<file path="src/design/pcc_pkg.sv">
// ----------------------------------------------------------------------------
// pcc_pkg: shared types and constants for the point clamp block
// Q16.16 limits, register indexes and the words carried along the cell chains
// ----------------------------------------------------------------------------
package pcc_pkg;

  // register indexes on the configuration port
  localparam logic [1:0] REG_SHAPE_MODE  = 2'd0;
  localparam logic [1:0] REG_HALF_WIDTH  = 2'd1;
  localparam logic [1:0] REG_HALF_HEIGHT = 2'd2;

  // shape codes
  localparam logic SHAPE_UNIT = 1'b0;
  localparam logic SHAPE_BOX  = 1'b1;

  // extent limits, 0.05 and 1.0 in Q16.16
  localparam logic [16:0] EXT_MIN = 17'd3277;
  localparam logic [16:0] EXT_MAX = 17'd65536;
  localparam logic [31:0] ONE_Q16 = 32'd65536;

  // one result bit per cell
  localparam int SQRT_STEPS = 32;
  localparam int DIV_STEPS  = 17;

  // point magnitudes and signs, carried alongside the root chain
  typedef struct packed {
    logic [31:0] ax;
    logic [31:0] ay;
    logic        nx;
    logic        ny;
    logic        map_view;
  } side_t;

  // root chain word: radicand bits still to consume, remainder, partial root
  typedef struct packed {
    logic [63:0] rad;
    logic [33:0] rem;
    logic [31:0] root;
  } sq_t;

  // one divider lane: dividend bits still to consume, partial remainder,
  // divisor and partial quotient
  typedef struct packed {
    logic [16:0] num;
    logic [31:0] p;
    logic [31:0] d;
    logic [16:0] q;
  } lane_t;

  // output selection carried alongside the divider chain
  typedef struct packed {
    logic        nx;
    logic        ny;
    logic        use_qx;
    logic        use_qy;
    logic [31:0] fx;
    logic [31:0] fy;
    logic [31:0] rdist;
  } side2_t;

endpackage

</file>
<file path="src/design/pcc_sqrt_cell.sv">
// ----------------------------------------------------------------------------
// pcc_sqrt_cell: one step of the integer square root chain
// Takes two radicand bits, settles one root bit and passes on the word
// ----------------------------------------------------------------------------
module pcc_sqrt_cell (
  input  logic            clk_i,
  input  logic            rst_ni,
  input  logic            en_i,
  input  logic            valid_i,
  input  pcc_pkg::sq_t    sq_i,
  input  pcc_pkg::side_t  side_i,
  output logic            valid_o,
  output pcc_pkg::sq_t    sq_o,
  output pcc_pkg::side_t  side_o
);

  logic           valid_q;
  pcc_pkg::sq_t   sq_d, sq_q;
  pcc_pkg::side_t side_q;
  logic [35:0]    rem_ext;
  logic [35:0]    trial;
  logic           ge;

  // restoring step: bring down two bits, try root*4+1
  always_comb begin
    rem_ext     = {sq_i.rem, sq_i.rad[63:62]};
    trial       = {2'b00, sq_i.root, 2'b01};
    ge          = (rem_ext >= trial);
    sq_d.rad    = {sq_i.rad[61:0], 2'b00};
    sq_d.rem    = ge ? 34'(rem_ext - trial) : rem_ext[33:0];
    sq_d.root   = {sq_i.root[30:0], ge};
  end

  // valid flag
  always_ff @(posedge clk_i or negedge rst_ni) begin
    if (!rst_ni) begin
      valid_q <= 1'b0;
    end else if (en_i) begin
      valid_q <= valid_i;
    end
  end

  // word registers
  always_ff @(posedge clk_i) begin
    if (en_i) begin
      sq_q   <= sq_d;
      side_q <= side_i;
    end
  end

  assign valid_o = valid_q;
  assign sq_o    = sq_q;
  assign side_o  = side_q;

endmodule

</file>
<file path="config.mk">
export PLATFORM = sky130hd
export DESIGN_NAME = pcc_sqrt_cell
export DESIGN_NICKNAME = d
export VERILOG_FILES = /design/src/design/pcc_pkg.sv /design/src/design/pcc_sqrt_cell.sv
export SDC_FILE = /design/constraint.sdc
export NUM_CORES = 1
export LEC_CHECK = 0
export ABC_CLOCK_PERIOD_IN_PS = 1900
export BUFFER_PORTS_ARGS = -buffer_cell sky130_fd_sc_hd__buf_2
export CORE_AREA = 2 2 157 159
export CTS_CLUSTER_DIAMETER = 50
export DETAILED_ROUTE_END_ITERATION = 10
export DIE_AREA = 0 0 159 161
export HOLD_SLACK_MARGIN = 0.06
export PLACE_DENSITY = 0.65
export SYNTH_ARGS = -nofsm -noshare
export SYNTH_HDL_FRONTEND = slang
export SYNTH_SLANG_ARGS = --single-unit
export TNS_END_PERCENT = 5
</file>
<file path="constraint.sdc">
create_clock -name clk_i -period 1.9 [get_ports clk_i]
set_input_delay 0.095 -clock clk_i [delete_from_list [all_inputs] [get_ports clk_i]]
set_output_delay 0.095 -clock clk_i [all_outputs]
set_load 0.005 [all_outputs]
</file>
## Word level (Yosys, flattened, before mapping)

Cells that the tools add are included.

- Reduce and logical (&&, ||, !) cells: 0
- $add $sub $neg: 1
- $mul: 0
- Bitwise operators: 0
- Multiplexer cells: 1
- Eq/ne operators: 0
- Div/mod/pow operators: 0
- Magnitude comparators: 1
- Shifts and indexed selects: 0

Operators by type and width:

| operator | number |
|---|---|
| greater-or-equal comparator 36 x 34 -> 1 bit | 1 |
| 2-to-1 mux 34 bit | 1 |
| subtractor 34 bit | 1 |

- Output and inout bits: 198
- Register bits after elaboration: 196
- Memories: 0
- Bits of input ports: 201
- Memory bits (read-only): 0
- RAM bits: 0
- Word-level logic and storage cells: 12
- Latch bits: 0

## Depth between registers and ports, before layout

- Depth after elaboration: 2
- Mapped depth: 13
- Gate-level depth less buffers: 10

## Least setup slack after synthesis

Ideal clock, no wire load.

- Path kind: in2reg
- Start: in sq_i[9] in the netlist's numbering
- End: reg sq_q, in the netlist sq_o[59], data pin
- Arrival: 2,094 ps
- Slack: -454 ps
- Stages: 10
- Buffers on the path: 0
- Data required time: 1,640 ps
- Library setup time: 260 ps
- Path through: inv_1 ha_1 a21o_1 a31o_1 a211oi_4 o211ai_2 a21bo_2 mux2i_1 o221ai_1 mux2_4

RTL lines:

| item | line | source |
|---|---|---|
| from (decl) | pcc_sqrt_cell.sv:10 | `input pcc_pkg::sq_t sq_i,` |
| to (signal assigned) | pcc_sqrt_cell.sv:46 | `sq_q <= sq_d;` |
| to (decl) | pcc_sqrt_cell.sv:18 | `pcc_pkg::sq_t sq_d, sq_q;` |

==> flow_metrics.py <==
metrics = {
    "power": {
        "ir_drop_mv": 0.5504,
        "comb_power_share": 0.223,
        "power_w": 0.01169,
        "p_leak_nw": 6.509,
        "p_per_area_nw_per_um2": 785.5,
        "clkPwrFrac": 0.320,
        "power.switching_w": 0.003222,
        "power.share.sequential": 0.457,
        "swShare": 0.2756,
        "intPower_w": 0.008471,
    },
    "synthesis": {
        "yosysWarnings": 0,
        "seq_area_frac_synth": 0.7032,
        "synth-main-ff-cell": "edfxtp_1",
        "synth_largest_area_cell": "edfxtp_1",
        "netlist_instances": 576,
        "avgSynthCellArea_um2": 14.52,
        "ys_top_cells_by_area": "edfxtp_1 (70%), ha_1 (5.1%), nand2_1 (2.6%)",
        "yosysMostFrequentCell": "edfxtp_1",
        "async_reset_ff_frac": 0.005102,
        "yosys-top-cells-count": "edfxtp_1 (195), nand2_1 (58), inv_1 (42)",
        "synth.ff_latch_count": 196,
        "synth_area_um2": 8363,
        "yosys.area.top_type_share": 0.7002,
        "ys_types": 64,
        "synth_edf_count": 195,
    },
    "sta": {
        "finalCritPeriodShare": 1.064,
        "rsz0062_at_grt": "yes",
        "finalClockSkew_ns": 0,
        "hold_violations": 0,
        "setup_viol": 29,
        "max_slew_margin": 0.5997,
        "worstMarginPinSlew_ns": 0.5959,
        "timing.fmax_ghz": 0.4946,
        "drv_slew": 0,
        "worst_slack_ns": -0.1220,
        "fin_crit_ns": 2.022,
        "setup_tns_ns": -1.052,
    },
    "cells_and_area": {
        "fillers": 1833,
        "num-nets-final": 1539,
        "ff_latch_area_um2": 5881,
        "instances_no_fill": 1643,
        "final_area_um2": 14890,
        "area_delta_synth_final_pct": 77.99,
        "final_layout_size_suffix_gt1_frac": 0.4935,
        "multi_input_area_um2": 2659,
    },
    "detailed_routing": {
        "drtAntennaViolNets": 0,
        "wl_per_cell_um": 17.64,
        "wl_um": 28990,
        "initialDrtViolationCount": 452,
        "dr_total_vias": 7633,
        "drc": 0,
        "detail_route.vias_per_cell": 4.646,
        "dr.pass1.iters": 5,
    },
    "critical_path": {
        "critical_path_arrival_ns": 2.21,
        "r2r_end": "valid_o",
        "crit_fanout": 4,
        "cp_data_required_time_ns": 2.09,
        "cp-start-kind": "input pin",
        "r2r_slack_ns": 1.16,
        "reg2reg_depth": 1,
        "crit_type": "input pin to flip-flop",
        "end_kind": "flip-flop",
        "r2r-start": "valid_o",
    },
    "floorplan": {
        "die_w_um": 159,
        "row_count": 57,
        "start_util": 0.3490,
        "core-area_um2": 23960,
        "ios": 399,
        "dieArea_um2": 25600,
        "die_h_um": 161,
    },
    "grt": {
        "grt_max_degree": 52,
        "grtUsageTotal": 0.2225,
        "grt_overflow": 0,
        "grt_pass1_wl_um": 44260,
        "antenna_found_initial": 2,
        "grt_pass1_vias": 8050,
    },
    "clock_tree": {
        "cts_tree": "yes",
        "numCtsBuffers": 17,
        "cts.clk_slew.worst_paths_ns": 0.07,
        "cts.sinks": 196,
        "htree_levels": 4,
        "cts_root_buffer": "clkbuf_16",
        "clk-insertion-delay-late_ns": 0.42,
        "clk_path_buf_depth": 2,
    },
    "placement": {
        "gp_congestion": 0.8396,
        "place_inst": 1394,
        "port_buffers": 396,
        "placed_area_um2": 11680,
        "hpwl_um": 19080,
    },
    "hold_path": {
        "hold_end": "sq_o[57]",
        "min_from": "sq_i[55]",
        "whs_path_depth": 4,
        "min_path_type": "input pin to flip-flop",
    },
    "outcome": {
        "violations": "setup timing",
        "status": "finished, violations left",
    },
    "job": {
        "maxCapViolCount": 0,
    },
}
## power by group through the flow
stage	logic, W	registers (W)	clock network, W
floorplan	0.000729	0.00549	0
global placement	0.00198	0.00541	0
detailed placement	0.00201	0.00542	0
CTS	0.00250	0.00532	0.00379
global route	0.00281	0.00538	0.00396
finish	0.00261	0.00534	0.00374
## metrics by stage
stage,hold slack (ns),util,setup WS [ns]
2_1_floorplan,-0.2006,-,-0.2780
3_3_place_gp,-0.1193,0.4874,-0.7154
3_5_place_dp,-0.1206,0.4874,-0.7396
4_1_cts,0.06328,0.6136,-0.1064
5_1_grt,0.07500,0.6211,-0.2253
6_report,0.06609,0.6212,-0.1220
## how the worst max path moves through the flow
stage / slack, ns / cells past startpoint / startpoint / end
2_1_floorplan: -0.28 / 9 / sq_i[41] / sq_o[59]
6_report: -0.12 / 11 / sq_i[12] / sq_o[57]
4_1_cts: -0.11 / 13 / sq_i[41] / sq_o[52]
3_5_place_dp: -0.74 / 11 / sq_i[17] / sq_o[47]
5_1_grt: -0.23 / 14 / sq_i[12] / sq_o[52]
3_3_place_gp: -0.72 / 11 / sq_i[16] / sq_o[59]
## state kept, by name (all words and copies together) (netlist names)
register	cells
sq_o	128
side_o	67
valid_o	1
## logic make-up after synthesis
logic type      count (synthesis)  share of synthesized area
compound gates                133                     0.1115
xor+xnor                       27                    0.02828
fa+ha+maj                      34                    0.05087
buf+inv                        59                    0.03082
flops                         196                     0.7032
mux                             6                   0.007929
other cells                     1                  0.0004484
simple gates                  120                    0.06703
## final cells by class
class	count	share of cell area
multi-input combinational	323	0.1786
clock buffer	17	0.02858
clock inverter	15	0.01311
inverter	43	0.01219
timing repair buffer	723	0.3449
antenna	2	0.0003362
sequential	196	0.3951
tap	324	0.02723
## worst max-delay path, cell delays in order
cell and delay [ns]:
buf_2 0.09, inv_1 0.06, ha_1 0.37, a21oi_1 0.28, nor2_1 0.08, o31ai_1 0.20
nand3b_1 0.23, o41ai_4 0.40, buf_4 0.19, xor2_1 0.14, o21ai_1 0.08
## placed cells by master, fill, tap and decap left out, types with 4 or more instances in the layout
master         instances
a21o_1                19
a21oi_1               20
a21oi_2                7
a31oi_1                4
buf_12                 4
buf_2                378
buf_4                121
buf_6                 22
buf_8                  4
clkbuf_16             17
clkinv_8               6
dlygate4sd3_1        193
edfxtp_1             195
ha_1                  13
ha_4                  18
inv_1                 26
inv_2                 10
inv_4                  6
mux2i_1                4
nand2_1               56
nand2b_1               5
nand3_1                6
nand4_1                6
nor2_1                16
nor3_1                 9
o21ai_0               19
o21ai_1               22
o21ai_2                5
xnor2_1               14
xor2_1                13
## per-layer routing
layer  share of wire  global-route usage
met5               0                   0
met4           0.029             0.07975
met3           0.059             0.05085
met2            0.54              0.4184
met1            0.37              0.2462
## timing repair
action                     in CTS  in global routing
pin swaps                      46                 34
setup endpoints to repair      34                 34
cloned                          1                  0
buffers inserted               16                  6
hold buffers                  193                  0
gates resized for setup        93                 36
hold endpoints to repair      192                  0
No activity file was read; power rests on OpenSTA's default activity.
