`src/design/pcc_pkg.sv`:
```
// ----------------------------------------------------------------------------
// pcc_pkg: shared types and constants for the point clamp block
// Q16.16 limits, register indexes and the words carried along the cell chains
// ----------------------------------------------------------------------------
package pcc_pkg;

  // register indexes on the configuration port
  localparam logic [1:0] REG_SHAPE_MODE  = 2'd0;
  localparam logic [1:0] REG_HALF_WIDTH  = 2'd1;
  localparam logic [1:0] REG_HALF_HEIGHT = 2'd2;

  // shape codes
  localparam logic SHAPE_UNIT = 1'b0;
  localparam logic SHAPE_BOX  = 1'b1;

  // extent limits, 0.05 and 1.0 in Q16.16
  localparam logic [16:0] EXT_MIN = 17'd3277;
  localparam logic [16:0] EXT_MAX = 17'd65536;
  localparam logic [31:0] ONE_Q16 = 32'd65536;

  // one result bit per cell
  localparam int SQRT_STEPS = 32;
  localparam int DIV_STEPS  = 17;

  // point magnitudes and signs, carried alongside the root chain
  typedef struct packed {
    logic [31:0] ax;
    logic [31:0] ay;
    logic        nx;
    logic        ny;
    logic        map_view;
  } side_t;

  // root chain word: radicand bits still to consume, remainder, partial root
  typedef struct packed {
    logic [63:0] rad;
    logic [33:0] rem;
    logic [31:0] root;
  } sq_t;

  // one divider lane: dividend bits still to consume, partial remainder,
  // divisor and partial quotient
  typedef struct packed {
    logic [16:0] num;
    logic [31:0] p;
    logic [31:0] d;
    logic [16:0] q;
  } lane_t;

  // output selection carried alongside the divider chain
  typedef struct packed {
    logic        nx;
    logic        ny;
    logic        use_qx;
    logic        use_qy;
    logic [31:0] fx;
    logic [31:0] fy;
    logic [31:0] rdist;
  } side2_t;

endpackage

```
`src/design/pcc_div_cell.sv`:
```
// ----------------------------------------------------------------------------
// pcc_div_cell: one step of the two-lane divider chain
// Settles one quotient bit in each of the x and y lanes
// ----------------------------------------------------------------------------
module pcc_div_cell (
  input  logic             clk_i,
  input  logic             rst_ni,
  input  logic             en_i,
  input  logic             valid_i,
  input  pcc_pkg::lane_t   lx_i,
  input  pcc_pkg::lane_t   ly_i,
  input  pcc_pkg::side2_t  side_i,
  output logic             valid_o,
  output pcc_pkg::lane_t   lx_o,
  output pcc_pkg::lane_t   ly_o,
  output pcc_pkg::side2_t  side_o
);

  logic            valid_q;
  pcc_pkg::lane_t  lx_q, ly_q;
  pcc_pkg::side2_t side_q;

  // restoring division step on one lane
  function automatic pcc_pkg::lane_t div_step(input pcc_pkg::lane_t l);
    pcc_pkg::lane_t r;
    logic [32:0]    pt;
    logic           ge;
    pt    = {l.p, l.num[16]};
    ge    = (pt >= {1'b0, l.d});
    r.p   = ge ? 32'(pt - {1'b0, l.d}) : pt[31:0];
    r.num = {l.num[15:0], 1'b0};
    r.d   = l.d;
    r.q   = {l.q[15:0], ge};
    return r;
  endfunction

  // valid flag
  always_ff @(posedge clk_i or negedge rst_ni) begin
    if (!rst_ni) begin
      valid_q <= 1'b0;
    end else if (en_i) begin
      valid_q <= valid_i;
    end
  end

  // lane registers
  always_ff @(posedge clk_i) begin
    if (en_i) begin
      lx_q   <= div_step(lx_i);
      ly_q   <= div_step(ly_i);
      side_q <= side_i;
    end
  end

  assign valid_o = valid_q;
  assign lx_o    = lx_q;
  assign ly_o    = ly_q;
  assign side_o  = side_q;

endmodule

```
`config.mk`:
```
export PLATFORM = sky130hd
export DESIGN_NAME = pcc_div_cell
export DESIGN_NICKNAME = d
export VERILOG_FILES = /design/src/design/pcc_pkg.sv /design/src/design/pcc_div_cell.sv
export SDC_FILE = /design/constraint.sdc
export NUM_CORES = 1
export LEC_CHECK = 0
export BUFFER_PORTS_ARGS = -buffer_cell sky130_fd_sc_hd__buf_2
export CORE_AREA = 2 2 230 232
export CTS_BUF_LIST = sky130_fd_sc_hd__clkbuf_8
export DETAILED_ROUTE_END_ITERATION = 6
export DIE_AREA = 0 0 232 234
export PLACE_DENSITY = 0.58
export SYNTH_ARGS = -nofsm -noshare
export SYNTH_HDL_FRONTEND = slang
export SYNTH_SLANG_ARGS = --single-unit
```
`constraint.sdc`:
```
create_clock -name clk_i -period 0.8 [get_ports clk_i]
set_input_delay 0.04 -clock clk_i [delete_from_list [all_inputs] [get_ports clk_i]]
set_output_delay 0.04 -clock clk_i [all_outputs]
set_load 0.01 [all_outputs]
```
Word level (Yosys, flattened, before mapping)
Cells that the tools add are included.

storage, ports and cells
  bits in latches = 0
  memories kept = 0
  output and inout port bits = 297
  word-level logic and storage cells = 22
  bits in registers = 295
  bits in read-only memories = 0
  bits of input ports = 300
  bits in writable memories = 0

cells by class
  reduce and logical (&&, ||, !) cells = 0
  equality and inequality tests = 0
  multiplexer cells = 2
  magnitude comparators = 2
  bitwise gates (word level) = 0
  shifts and indexed selects = 0
  add/subtract/negate cells = 2
  multiply operators = 0
  div/mod/pow operators = 0

operators with widths
  kind              number
  $ge A33 B32 Y1    2
  $mux W32          2
  $sub A32 B32 Y32  2

Longest topological paths before layout
Gate-level depths: netlist of the first run.

  word-level depth = 2
  depth in mapped cells = 13
  gate-level depth less buffers = 12

Worst setup path after synthesis of the first run
No wires, ideal clock.

  path type = input to register
  from = in ly_i[33] (netlist bit)
  to = reg ly_q, in the netlist ly_o[53], data pin
  setup slack = -1.713 ns
  buffers on the path = 2
  setup time = 0.260 ns
  stages = 11
  arrival = 2.253 ns
  required time = 0.540 ns
  cell sequence = inv_1 ha_1 buf_2 nand2_1 or3_1 o211ai_4 a21oi_4 o221a_4 o21ai_4 buf_6 mux2_4

on the way
  word-level cells in the longest chain between the ends = 2

ends and longest elaborated chain
  element                 line                source
  start: declaration      pcc_div_cell.sv:11  input pcc_pkg::lane_t ly_i,
  $ge A33 B32 Y1          pcc_div_cell.sv:29  ge = (pt >= {1'b0, l.d});
  $mux W32                pcc_div_cell.sv:30  r.p = ge ? 32'(pt - {1'b0, l.d}) : pt[31:0];
  end signal: assignment  pcc_div_cell.sv:50  ly_q <= div_step(ly_i);
  end: declaration        pcc_div_cell.sv:20  pcc_pkg::lane_t lx_q, ly_q;

No other way between the ends.
A chain may end at the register's enable or synchronous reset.

Worst setup path after layout of the first run
  from = in ly_i[18] (netlist bit)
  to = reg ly_q, in the netlist ly_o[59], data pin

on the way
  word-level cells in the longest chain between the ends = 2
  elaborated cells on any way between the ends = 3
  classes of those cells = add/sub: 1; order compare: 1; mux: 1

ends and longest elaborated chain
  element                                             line
  $sub A32 B32 Y32 or $ge A33 B32 Y1 (tied branches)  pcc_div_cell.sv:30, pcc_div_cell.sv:29
  $mux W32 *                                          pcc_div_cell.sv:30

Every way passes the cells marked *; elsewhere a longest branch is shown, timed or not.

==> summary.md, run 1 <==
| Metric | Value |
|---|---|
| CP max FO | `6` |
| Final wirelength | `49.4 mm` |
| First-pass GRT wire length | `71.0 mm` |
| Clk root buf | `clkbuf_8` |
| # rows | `84` |
| Worst path cell trace | `buf_12 > inv_12 > ha_4 > nor2b_4 > o31a_1 > o31a_1 > a21oi_4 > o211ai_4 > a21oi_4 > o221a_4 > o21ai_4 > buf_12 > clkbuf_16 > mux2_4` |
| Synth async-reset ratio | `0.00339` |
| R2R cell count | `3` |
| Vias in the first global route | `13,000` |
| Layout net count | `approximately 2,500` |
| Synth area leaders | `edfxtp_1, ha_1, a21oi_1` |
| Starting Density | `0.255` |
| Startpoint types | `input port` |
| Period utilization | `2.58` |
| Total die area | `54,300 um2` |
| Antenna violations before repair | `5` |
| Post-Syn Area | `13,300 um2` |
| Vias | `12,400` |
| TritonCTS clock tree | `yes` |
| Failing checks | `negative hold slack, negative setup slack` |
| Share of layout cells above drive strength 1 | `0.530` |
| Die X | `~230 um` |
| Data required, critical path | `1.15 ns` |
| Post-route ant nets | `0` |
| WP buf/inv | `4` |
| Worst Setup SP | `ly_i[18]` |
| Hold_sp | `lx_i[17]` |
| Final Util | `0.478` |
| Placed insts | `around 2,500` |
| 1st-iter DRT viols | `554` |
| Status | `complete, but fails checks` |
| Most frequent cells in the layout | `buf_2, edfxtp_1, dlygate4sd3_1` |
| Gp weighted congestion | `0.906` |
| Largest net degree at the start of global routing | `29` |
| Final count of pins violating max slew | `0` |
| Sequential area share after synthesis | `0.667` |
| Post-synth EDFFs | `around 290` |
| Max-Cap Viols | `0` |
| Final hold violations | `6` |
| Critical path's slowest cell | `o31a_1` |
| Hold crit path type | `in -> reg` |
| PD cells | `1850 nW/um2` |
| H-Tree Level Count | `2` |
| Finished Layout Cells | `~2,900` |
| Top_reg_cell synth | `edfxtp_1` |
| Num Clock Sinks | `295` |
| Core Area | `52,000 um2` |
| Worst R2R Start | `valid_o` |
| Final setup viols | `656` |
| Largest area contributor in the netlist | `edfxtp_1` |
| Pleak | `11.0 nW` |
| Vias per cell | `4.30` |
| Clock Skews | `0 ns` |
| DRC violations left | `0` |
| CTS Buffer Depth | `3` |
| Avg Cell Area, Syn | `14.2 um2` |
| Stages on worst setup path | `14` |
| Fmax | `0.485 GHz` |
| Pre-antenna DRT Iters | `5` |
| Overflow after GRT | `0` |
| Layout area overhead | `87.3%` |
| Clk pin slew, worst setup/hold paths | `0.06 ns` |
| I/O pins | `597` |
| Most common cell after layout, fill and taps aside | `buf_2` |
| Die height | `234 um` |
| DP Wirelength | `35.8 mm` |
| Worst setup margin | `-1.26 ns` |
| Layout fillers | `4,567` |
| FF+latch count, synth | `~300` |
| TritonCTS Buffers | `52` |
| IO buf count | `592` |
| CP max stage delay | `roughly 0.29 ns` |
| Hold Path Stages | `1` |
| Delay-heaviest family, CP | `compound AO/OA/AOI/OAI gates` |
| Synth warn | `0` |
| Final period demand of the worst path | `just over 2 ns` |
| Worst skew pair latency | `roughly 0.61 ns` |
| Distinct cells, synth | `approximately 60` |
| Peak VDD IR | `1.17 mV` |
| Setup CP Type | `in -> reg` |
| Post-route setup TNS | `-245.81 ns` |
| Cell count after synthesis | `~940` |
| Worst EP arrival | `approximately 2.4 ns` |
| Total GRT Usage | `0.169` |
| RSZ-0062 raised after global routing | `true` |
| Hold_ws | `-0.378 ns` |
| DR WL/cell | `17.2 um` |
| CP Capture Type | `flop` |
| Synth top area share | `0.666` |
## what timing repair did
item / CTS / global route
hold endpoints to repair: 436 / 73
resized for setup: 127 / 97
setup buffers: 16 / 11
cloned: 3 / 5
pin swaps: 35 / 32
endpoints found under the setup margin: 361 / 646
hold buffers: 283 / 9
## where the power goes
group	total, mW	switching (mW)	internal, mW
clock network	14.4	6.58	7.85
logic	12.1	5.56	6.57
registers	19.3	0.513	18.8
total	45.9	12.6	33.2
## cell usage after synthesis, drive strengths merged (2+ instances only)
cell type,count
nand2,44
o31a,2
or2,5
mux2,38
edfxtp,294
nor2,62
o21a,7
o211ai,7
a211o,2
o22ai,2
nand4,12
clkbuf,6
nor3,6
nor2b,7
a221oi,2
o21bai,10
o21ai,32
and2,2
a31oi,7
fa,2
a211oi,9
and3,8
xor2,16
ha,64
a21oi,89
nand2b,9
o22a,2
xnor2,39
inv,78
o31ai,4
o221a,2
buf,14
a21boi,3
nand3,20
a21o,16
mux2i,3
## per-stage QoR
step	cell area (um2)	power, mW	hold WS, ns	setup WS [ns]
after floorplan	13800	24.1	-0.256	-1.63
after global placement	19600	29.2	-0.183	-1.96
after detailed placement	19600	29.3	-0.180	-1.99
after CTS	24200	45.8	-0.479	-1.15
after global routing	24800	48.0	-0.441	-1.25
final	24800	45.9	-0.378	-1.26
## layer usage
metal	vias to the layer above	GRT usage	wire, um
met5	-	0	22
met2	432	0.307	25600
met1	5933	0.193	19200
li1	5922	-	-
met3	98	0.0430	3230
met4	4	0.0553	1330
## kinds of logic after synthesis
| logic type | Yosys count | synth area share |
|---|---|---|
| other cells | 1 | 0.000283 |
| compound gates | 200 | 0.0971 |
| buf+inv | 98 | 0.0307 |
| xor+xnor | 55 | 0.0363 |
| fa+ha+maj | 66 | 0.0634 |
| simple gates | 180 | 0.0629 |
| mux | 41 | 0.0419 |
| flops | 295 | 0.667 |
## worst paths after layout
kind	endpoint	slack, ns
max	ly_o[59]	-1.26
min	lx_o[17]	-0.38
max reg2reg	valid_o	-0.22
min reg2reg	valid_o	0.74
max in group asynchronous	valid_o	0.37
min in group asynchronous	valid_o	0.32
## registers in the layout, summed over array words and instances, names as in the netlist
register / flops
valid_o: 1
side_o: 100
lx_o: 97
ly_o: 97
## final cells by class
| class | count | area, um2 | share of cell area |
|---|---|---|---|
| Clock inverter | 41 | 322 | 0.0129 |
| Clock buffer | 53 | 729 | 0.0294 |
| Multi-Input combinational cell | 544 | 5070 | 0.204 |
| Sequential cell | 295 | 8850 | 0.356 |
| Timing Repair Buffer | 1175 | 8650 | 0.348 |
| Tap cell | 688 | 861 | 0.0346 |
| Antenna cell | 4 | 10.0 | 0.000403 |
| Inverter | 78 | 348 | 0.0140 |
No activity file was read; power rests on OpenSTA's default activity.
==> run 2: changes to the inputs <==
Settings changed: CTS_BUF_LIST sky130_fd_sc_hd__clkbuf_8 to sky130_fd_sc_hd__clkbuf_2.
==> summary.md, run 2 <==
| Metric | Value |
|---|---|
| Post-Syn Area | `13,300 um2 (unchanged)` |
| FF+latch count, synth | `295 (unchanged)` |
| DP Wirelength | `35.8 mm (unchanged)` |
| H-Tree Level Count | `3 (was 2)` |
| TritonCTS Buffers | `82 (was 52)` |
| Die height | `234 um (unchanged)` |
| Synth warn | `0 (unchanged)` |
| Synth cell count leaders | `edfxtp_1, a21oi_1, inv_1 (unchanged)` |
| Stop err | `[ERROR RSZ-0060] Max buffer count reached.` |
| Status | `aborted with a tool error (was complete, but fails checks)` |
| Gp weighted congestion | `0.906 (unchanged)` |
| Top_reg_cell synth | `edfxtp_1 (unchanged)` |
| Count leader, synth | `edfxtp_1 (unchanged)` |
| Hold-fix buffers, CTS | `526 (was 283)` |
| Largest area contributor in the netlist | `edfxtp_1 (unchanged)` |
| Avg Cell Area, Syn | `14.2 um2 (unchanged)` |
| Distinct cells, synth | `61 (unchanged)` |
| Stopped at | `clock tree synthesis (4_1_cts)` |
| Synth top area share | `0.666 (unchanged)` |
| Synth area leaders | `edfxtp_1, ha_1, a21oi_1 (unchanged)` |
| # rows | `84 (unchanged)` |
| Cell count after synthesis | `936 (unchanged)` |
| IO buf count | `592 (unchanged)` |
| Num Clock Sinks | `295 (unchanged)` |
| Post-place setup slack | `-1.99 ns (unchanged)` |
| Post-synth EDFFs | `294 (unchanged)` |
| Placed insts | `2,458 (unchanged)` |
| Starting Density | `0.255 (unchanged)` |
| Die X | `232 um (unchanged)` |
| Post_cts resized | `134 (was 127)` |
| CTS Buffer Depth | `3 (unchanged)` |
| Clk root buf | `clkbuf_2 (was clkbuf_8)` |
| Synth async-reset ratio | `0.00339 (unchanged)` |
| Post-CTS Setup Inserts | `18 (was 16)` |
| Sequential area share after synthesis | `0.667 (unchanged)` |
| I/O pins | `597 (unchanged)` |
==> run 2: cell families after synthesis <==
logic type / count (synthesis) / synth area share
xor+xnor: 55 / 0.0363
flops: 295 / 0.667
mux: 41 / 0.0419
simple gates: 180 / 0.0629
fa+ha+maj: 66 / 0.0634
other cells: 1 / 0.000283
compound gates: 200 / 0.0971
buf+inv: 98 / 0.0307
==> run 2: per-stage QoR <==
step | util | cell area, um2
2_1_floorplan | - | 13800
3_3_place_gp | 0.376 | 19600
3_5_place_dp | 0.376 | 19600
==> run 3: changes to the inputs <==
Settings changed: CORE_AREA 2 2 230 232 to 2 2 233 235, CTS_BUF_LIST sky130_fd_sc_hd__clkbuf_2 to unset, DIE_AREA 0 0 232 234 to 0 0 235 237, PLACE_DENSITY 0.58 to unset, PLACE_DENSITY_LB_ADDON set to 0.15.
Clock period 0.8 ns to 1 ns, I/O delays scaled along.
==> summary.md, run 3 (same netlist as run 1, synthesis figures left out) <==
| Metric | Value |
|---|---|
| Starting Density | `0.249 (was 0.255)` |
| Core Area | `53,300 um2` |
| Layout net count | `2,467` |
| CP max FO | `6` |
| DRC violations left | `0` |
| I/O pins | `597 (unchanged)` |
| Data required, critical path | `between 1 and 1.5 ns` |
| First-pass GRT wire length | `77.2 mm` |
| CTS Buffer Depth | `3 (unchanged)` |
| Gp weighted congestion | `0.881 (was 0.906)` |
| Clk pin slew, worst setup/hold paths | `0.05 ns` |
| # rows | `85 (was 84)` |
| R2R cell count | `1` |
| Num Clock Sinks | `295 (unchanged)` |
| Vias | `12,100` |
| Post-route ant nets | `0` |
| Post-route setup TNS | `-97.27 ns` |
| Total die area | `55,700 um2` |
| PD cells | `1570 nW/um2` |
| Worst skew pair latency | `approximately 0.55 ns` |
| Vias in the first global route | `between 10,000 and 15,000` |
| Critical path's slowest cell | `o31a_1` |
| Max-Cap Viols | `0` |
| Fmax | `0.464 GHz` |
| Total GRT Usage | `0.180` |
| TritonCTS clock tree | `yes` |
| Hold Path Stages | `3` |
| DP Wirelength | `40.4 mm (was 35.8 mm)` |
| Delay-heaviest family, CP | `compound AO/OA/AOI/OAI gates` |
| H-Tree Level Count | `2 (was 3)` |
| Final period demand of the worst path | `roughly 2.2 ns` |
| Hold crit path type | `in -> reg` |
| RSZ-0062 raised after global routing | `true` |
| Failing checks | `negative setup slack` |
| Pleak | `~11 nW` |
| Antenna violations before repair | `5` |
| CP Capture Type | `flop` |
| Placed cell areas | `19,400 um2 (was 19,600 um2)` |
| CP max stage delay | `a little under 0.3 ns` |
| Die X | `235 um (was 232 um)` |
| Hold_ws | `~0.026 ns` |
| Placed insts | `2,438 (was 2,458)` |
| Worst setup margin | `-1.16 ns` |
| Final instance area | `roughly 25,000 um2` |
| Most frequent cells in the layout | `buf_2, dlygate4sd3_1, edfxtp_1` |
| Final setup viols | `361` |
| Final count of pins violating max slew | `0` |
| Clk root buf | `clkbuf_16 (was clkbuf_2)` |
| Final hold violations | `0` |
| Overflow after GRT | `0` |
| Period utilization | `2.16` |
| Layout fillers | `4,966` |
| 1st-iter DRT viols | `451` |
| Peak VDD IR | `1.20 mV` |
| Largest net degree at the start of global routing | `35` |
| Pwr Total | `38.9 mW` |
| Pre-antenna DRT Iters | `4` |
| IO buf count | `592 (unchanged)` |
| Die height | `237 um (was 234 um)` |
| Status | `complete, but fails checks (was aborted with a tool error)` |
| Finished Layout Cells | `2,828` |
| DR WL/cell | `approximately 19 um` |
| Most common cell after layout, fill and taps aside | `buf_2` |
| TritonCTS Buffers | `36 (was 82)` |
| Vias per cell | `4.29` |
| Startpoint types | `input port` |
| Worst path cell trace | `buf_12 > inv_12 > ha_4 > nor2b_4 > o31a_1 > o31a_1 > a21oi_4 > o211ai_4 > a21oi_4 > o221a_4 > o21ai_4 > buf_12 > clkbuf_16 > mux2_4` |
| Worst EP arrival | `2.44 ns` |
| Setup CP Type | `in -> reg` |
| Clock Skews | `0 ns` |
| Stages on worst setup path | `14` |
| WP buf/inv | `4` |
| Max reg flops | `100` |
| Final wirelength | `52.8 mm` |
| Share of layout cells above drive strength 1 | `0.508` |
| Layout area overhead | `86.4%` |
==> run 3: area by class of cell <==
cell class,instances,area (um2),area share
antenna,4,10.0,0.000405
clock inverter,24,325,0.0132
timing repair buffer,1146,8460,0.342
clock buffer,41,920,0.0372
inverter,78,343,0.0139
multi-input combinational,544,4940,0.200
sequential,295,8850,0.358
tap,696,871,0.0352
==> run 3: routing by layer <==
| layer | GRT usage | share of wire | wire (um) |
|---|---|---|---|
| met1 | 0.210 | 0.39 | 20800 |
| met2 | 0.323 | 0.51 | 26900 |
| met3 | 0.0444 | 0.067 | 3540 |
| met4 | 0.0556 | 0.029 | 1510 |
| met5 | 0 | 0 | 0 |
==> run 3: worst paths after layout <==
path	start	slack, ns	to
max	ly_i[18]	-1.16	ly_o[57]
min	ly_i[17]	0.03	ly_o[49]
max reg2reg	valid_o	0.25	valid_o
min in group asynchronous	rst_ni	0.36	valid_o
min reg2reg	valid_o	0.52	valid_o
max in group asynchronous	rst_ni	0.54	valid_o
==> run 3: stage by stage <==
step                      setup WS [ns]   util
after floorplan                   -1.44      -
after global placement            -1.90  0.365
after detailed placement          -1.90  0.365
after CTS                         -1.12  0.447
after global routing              -1.20  0.464
final                             -1.16  0.464
==> run 3: what timing repair did <==
action,in CTS,in global routing
gates resized for setup,42,150
endpoints found under the hold margin,307,0
gates cloned,0,4
hold buffers,295,0
setup endpoints to repair,361,361
pin swaps,8,44
setup buffers,3,21
==> run 3: power breakdown <==
group	leakage [nW]	switching, mW	total (mW)	internal, mW
Sequential	2.89	0.362	15.4	15.1
Clock	0.611	5.41	13.9	8.49
Combinational	7.35	4.46	9.58	5.12
Total	10.8	10.2	38.9	28.7
==> run 3: worst min-delay path: cells and delay by family <==
kind / cells / cell delay (ns)
muxes: 1 / 0.07
buffers and inverters: 1 / 0.12
adders and majority gates: 1 / 0.15
==> run 4: changes to the inputs <==
Settings changed: SKIP_CTS_REPAIR_TIMING set to 1.
==> summary.md, run 4 (same netlist as run 1, synthesis figures left out) <==
| Metric | Value |
|---|---|
| Status | `complete, but fails checks (unchanged)` |
| Failing checks | `negative setup slack (unchanged)` |
| Logic pwr share | `0.248 (was 0.246)` |
| Data required, critical path | `1.29 ns (about the same)` |
| DR WL/cell | `18.8 um (was 18.7 um)` |
| Layout net count | `2,474 (was 2,467)` |
| CTS Buffer Depth | `3 (unchanged)` |
| Final count of pins violating max slew | `0 (unchanged)` |
| DRC violations left | `0 (unchanged)` |
| I/O pins | `597 (unchanged)` |
| Startpoint types | `input port (unchanged)` |
| CP max FO | `5 (was 6)` |
| Core Area | `53,300 um2 (unchanged)` |
| RSZ-0062 raised after global routing | `true (unchanged)` |
| Post-route ant nets | `0 (unchanged)` |
| Gp weighted congestion | `0.881 (unchanged)` |
| Max reg flops | `100 (unchanged)` |
| Total GRT Usage | `0.168 (was 0.180)` |
| Final wirelength | `53.2 mm (was 52.8 mm)` |
| Vias | `12,300 (was 12,100)` |
| Worst EP arrival | `2.47 ns (was 2.44 ns)` |
| Max-Cap Viols | `0 (unchanged)` |
| H-Tree Level Count | `2 (unchanged)` |
| Most common cell after layout, fill and taps aside | `buf_2 (unchanged)` |
| Layout area overhead | `87.3% (was 86.4%)` |
| Reg2Reg Setup Slack | `0.26 ns (was 0.25 ns)` |
| Setup CP Type | `in -> reg (unchanged)` |
| Post-route setup TNS | `-97.13 ns (was -97.27 ns)` |
| Num Clock Sinks | `295 (unchanged)` |
| Fmax | `0.458 GHz (was 0.464 GHz)` |
| Share of layout cells above drive strength 1 | `0.511 (was 0.508)` |
| Die X | `235 um (unchanged)` |
| Psw | `10.3 mW (was 10.2 mW)` |
| Vias in the first global route | `11,100 (was 12,700)` |
| Total die area | `55,700 um2 (unchanged)` |
| Final period demand of the worst path | `2.18 ns (was 2.16 ns)` |
| Peak VDD IR | `1.20 mV (about the same)` |
| Vias per cell | `4.33 (was 4.29)` |
| Clk root buf | `clkbuf_16 (unchanged)` |
| Final setup viols | `361 (unchanged)` |
| Starting Density | `0.249 (unchanged)` |
| Int Power | `28.7 mW (about the same)` |
| Worst setup margin | `-1.18 ns (was -1.16 ns)` |
| # rows | `85 (unchanged)` |
| TritonCTS clock tree | `yes (unchanged)` |
| Most frequent cells in the layout | `buf_2, dlygate4sd3_1, edfxtp_1 (unchanged)` |
| CP Capture Type | `flop (unchanged)` |
| Clock network fraction of design power | `0.356 (was 0.357)` |
| Worst skew pair latency | `0.54 ns (was 0.55 ns)` |
| Die height | `237 um (unchanged)` |
| 1st-iter DRT viols | `486 (was 451)` |
| Sw frac | `0.263 (about the same)` |
| Antenna violations before repair | `6 (was 5)` |
| First-pass GRT wire length | `70.8 mm (was 77.2 mm)` |
| PD cells | `1570 nW/um2 (about the same)` |
| DP Wirelength | `40.4 mm (unchanged)` |
| Pre-antenna DRT Iters | `5 (was 4)` |
| Layout fillers | `4,951 (was 4,966)` |
| Hold crit path type | `in -> reg (unchanged)` |
| Clock Skews | `0 ns (unchanged)` |
| IO buf count | `592 (unchanged)` |
| Sequential power share | `0.395 (was 0.396)` |
| TritonCTS Buffers | `36 (unchanged)` |
| Period utilization | `2.18 (was 2.16)` |
| Placed insts | `2,438 (unchanged)` |
| Overflow after GRT | `0 (unchanged)` |
| Clk pin slew, worst setup/hold paths | `0.05 ns (about the same)` |
| Largest net degree at the start of global routing | `35 (unchanged)` |
| Post-place setup slack | `-1.90 ns (unchanged)` |
| Finished Layout Cells | `2,836 (was 2,828)` |
| Pleak | `10.9 nW (was 10.8 nW)` |
| Final hold violations | `0 (unchanged)` |
[run 4: changes by cell type in the layout (fill, tap and decap cells not counted), sizes merged]
cell / previous run / this run
dlygate4sd3: 295 / 294
clkinv: 15 / 14
buf: 846 / 852
inv: 80 / 81
diode: 4 / 5
clkbuf: 46 / 48
[run 4: metal layers]
layer  share of wire  global-route usage
met1            0.40               0.201
met2            0.52               0.302
met3           0.064              0.0413
met4           0.021              0.0410
met5         0.00032                   0
[run 4: per-stage QoR]
stage / area, um2 / hold slack, ns / util / power (mW)
after CTS: 20700 / -0.760 / 0.388 / 37.6
after detailed placement: 19400 / -0.167 / 0.365 / 23.4
after global placement: 19400 / -0.174 / 0.365 / 23.4
after floorplan: 13800 / -0.246 / - / 19.3
final: 24800 / 0.0115 / 0.466 / 39.0
after global routing: 24800 / 0.00484 / 0.466 / 40.7
[run 4: worst paths after layout]
path,start,end,depth (start not counted)
hold / removal,lx_i[54],lx_o[55],4
max in group asynchronous,rst_ni,valid_o,3
hold reg to reg,valid_o,valid_o,1
setup / recovery,ly_i[18],ly_o[54],14
setup reg to reg,valid_o,valid_o,1
min in group asynchronous,rst_ni,valid_o,3
[run 4: power by group through the flow]
stage | logic (mW) | registers (mW) | clock network, mW
floorplan | 2.99 | 16.3 | 0
global placement | 7.79 | 15.6 | 0
detailed placement | 7.82 | 15.6 | 0
CTS | 7.86 | 15.4 | 14.3
global route | 10.4 | 15.5 | 14.8
finish | 9.69 | 15.4 | 13.9
[run 4: final cells by class]
type | instances | area [um2] | share of cell area
diodes | 5 | 12.5 | 0.000504
clock buffers | 41 | 920 | 0.0370
clock inverters | 24 | 325 | 0.0131
inverters | 78 | 343 | 0.0138
multi-input cells | 544 | 4900 | 0.197
flip-flops and latches | 295 | 8850 | 0.356
well taps | 696 | 871 | 0.0351
repair buffers | 1153 | 8620 | 0.347
[run 4: worst max-delay path, cell delays in order]
cell,delay (ns)
buf_12,0.10
inv_12,0.03
ha_4,0.23
nor2b_4,0.12
o31a_1,0.26
o31a_1,0.29
a21oi_4,0.20
o211ai_4,0.12
a21oi_4,0.15
o221a_4,0.23
o21ai_4,0.09
buf_6,0.16
clkbuf_16,0.16
mux2_4,0.29
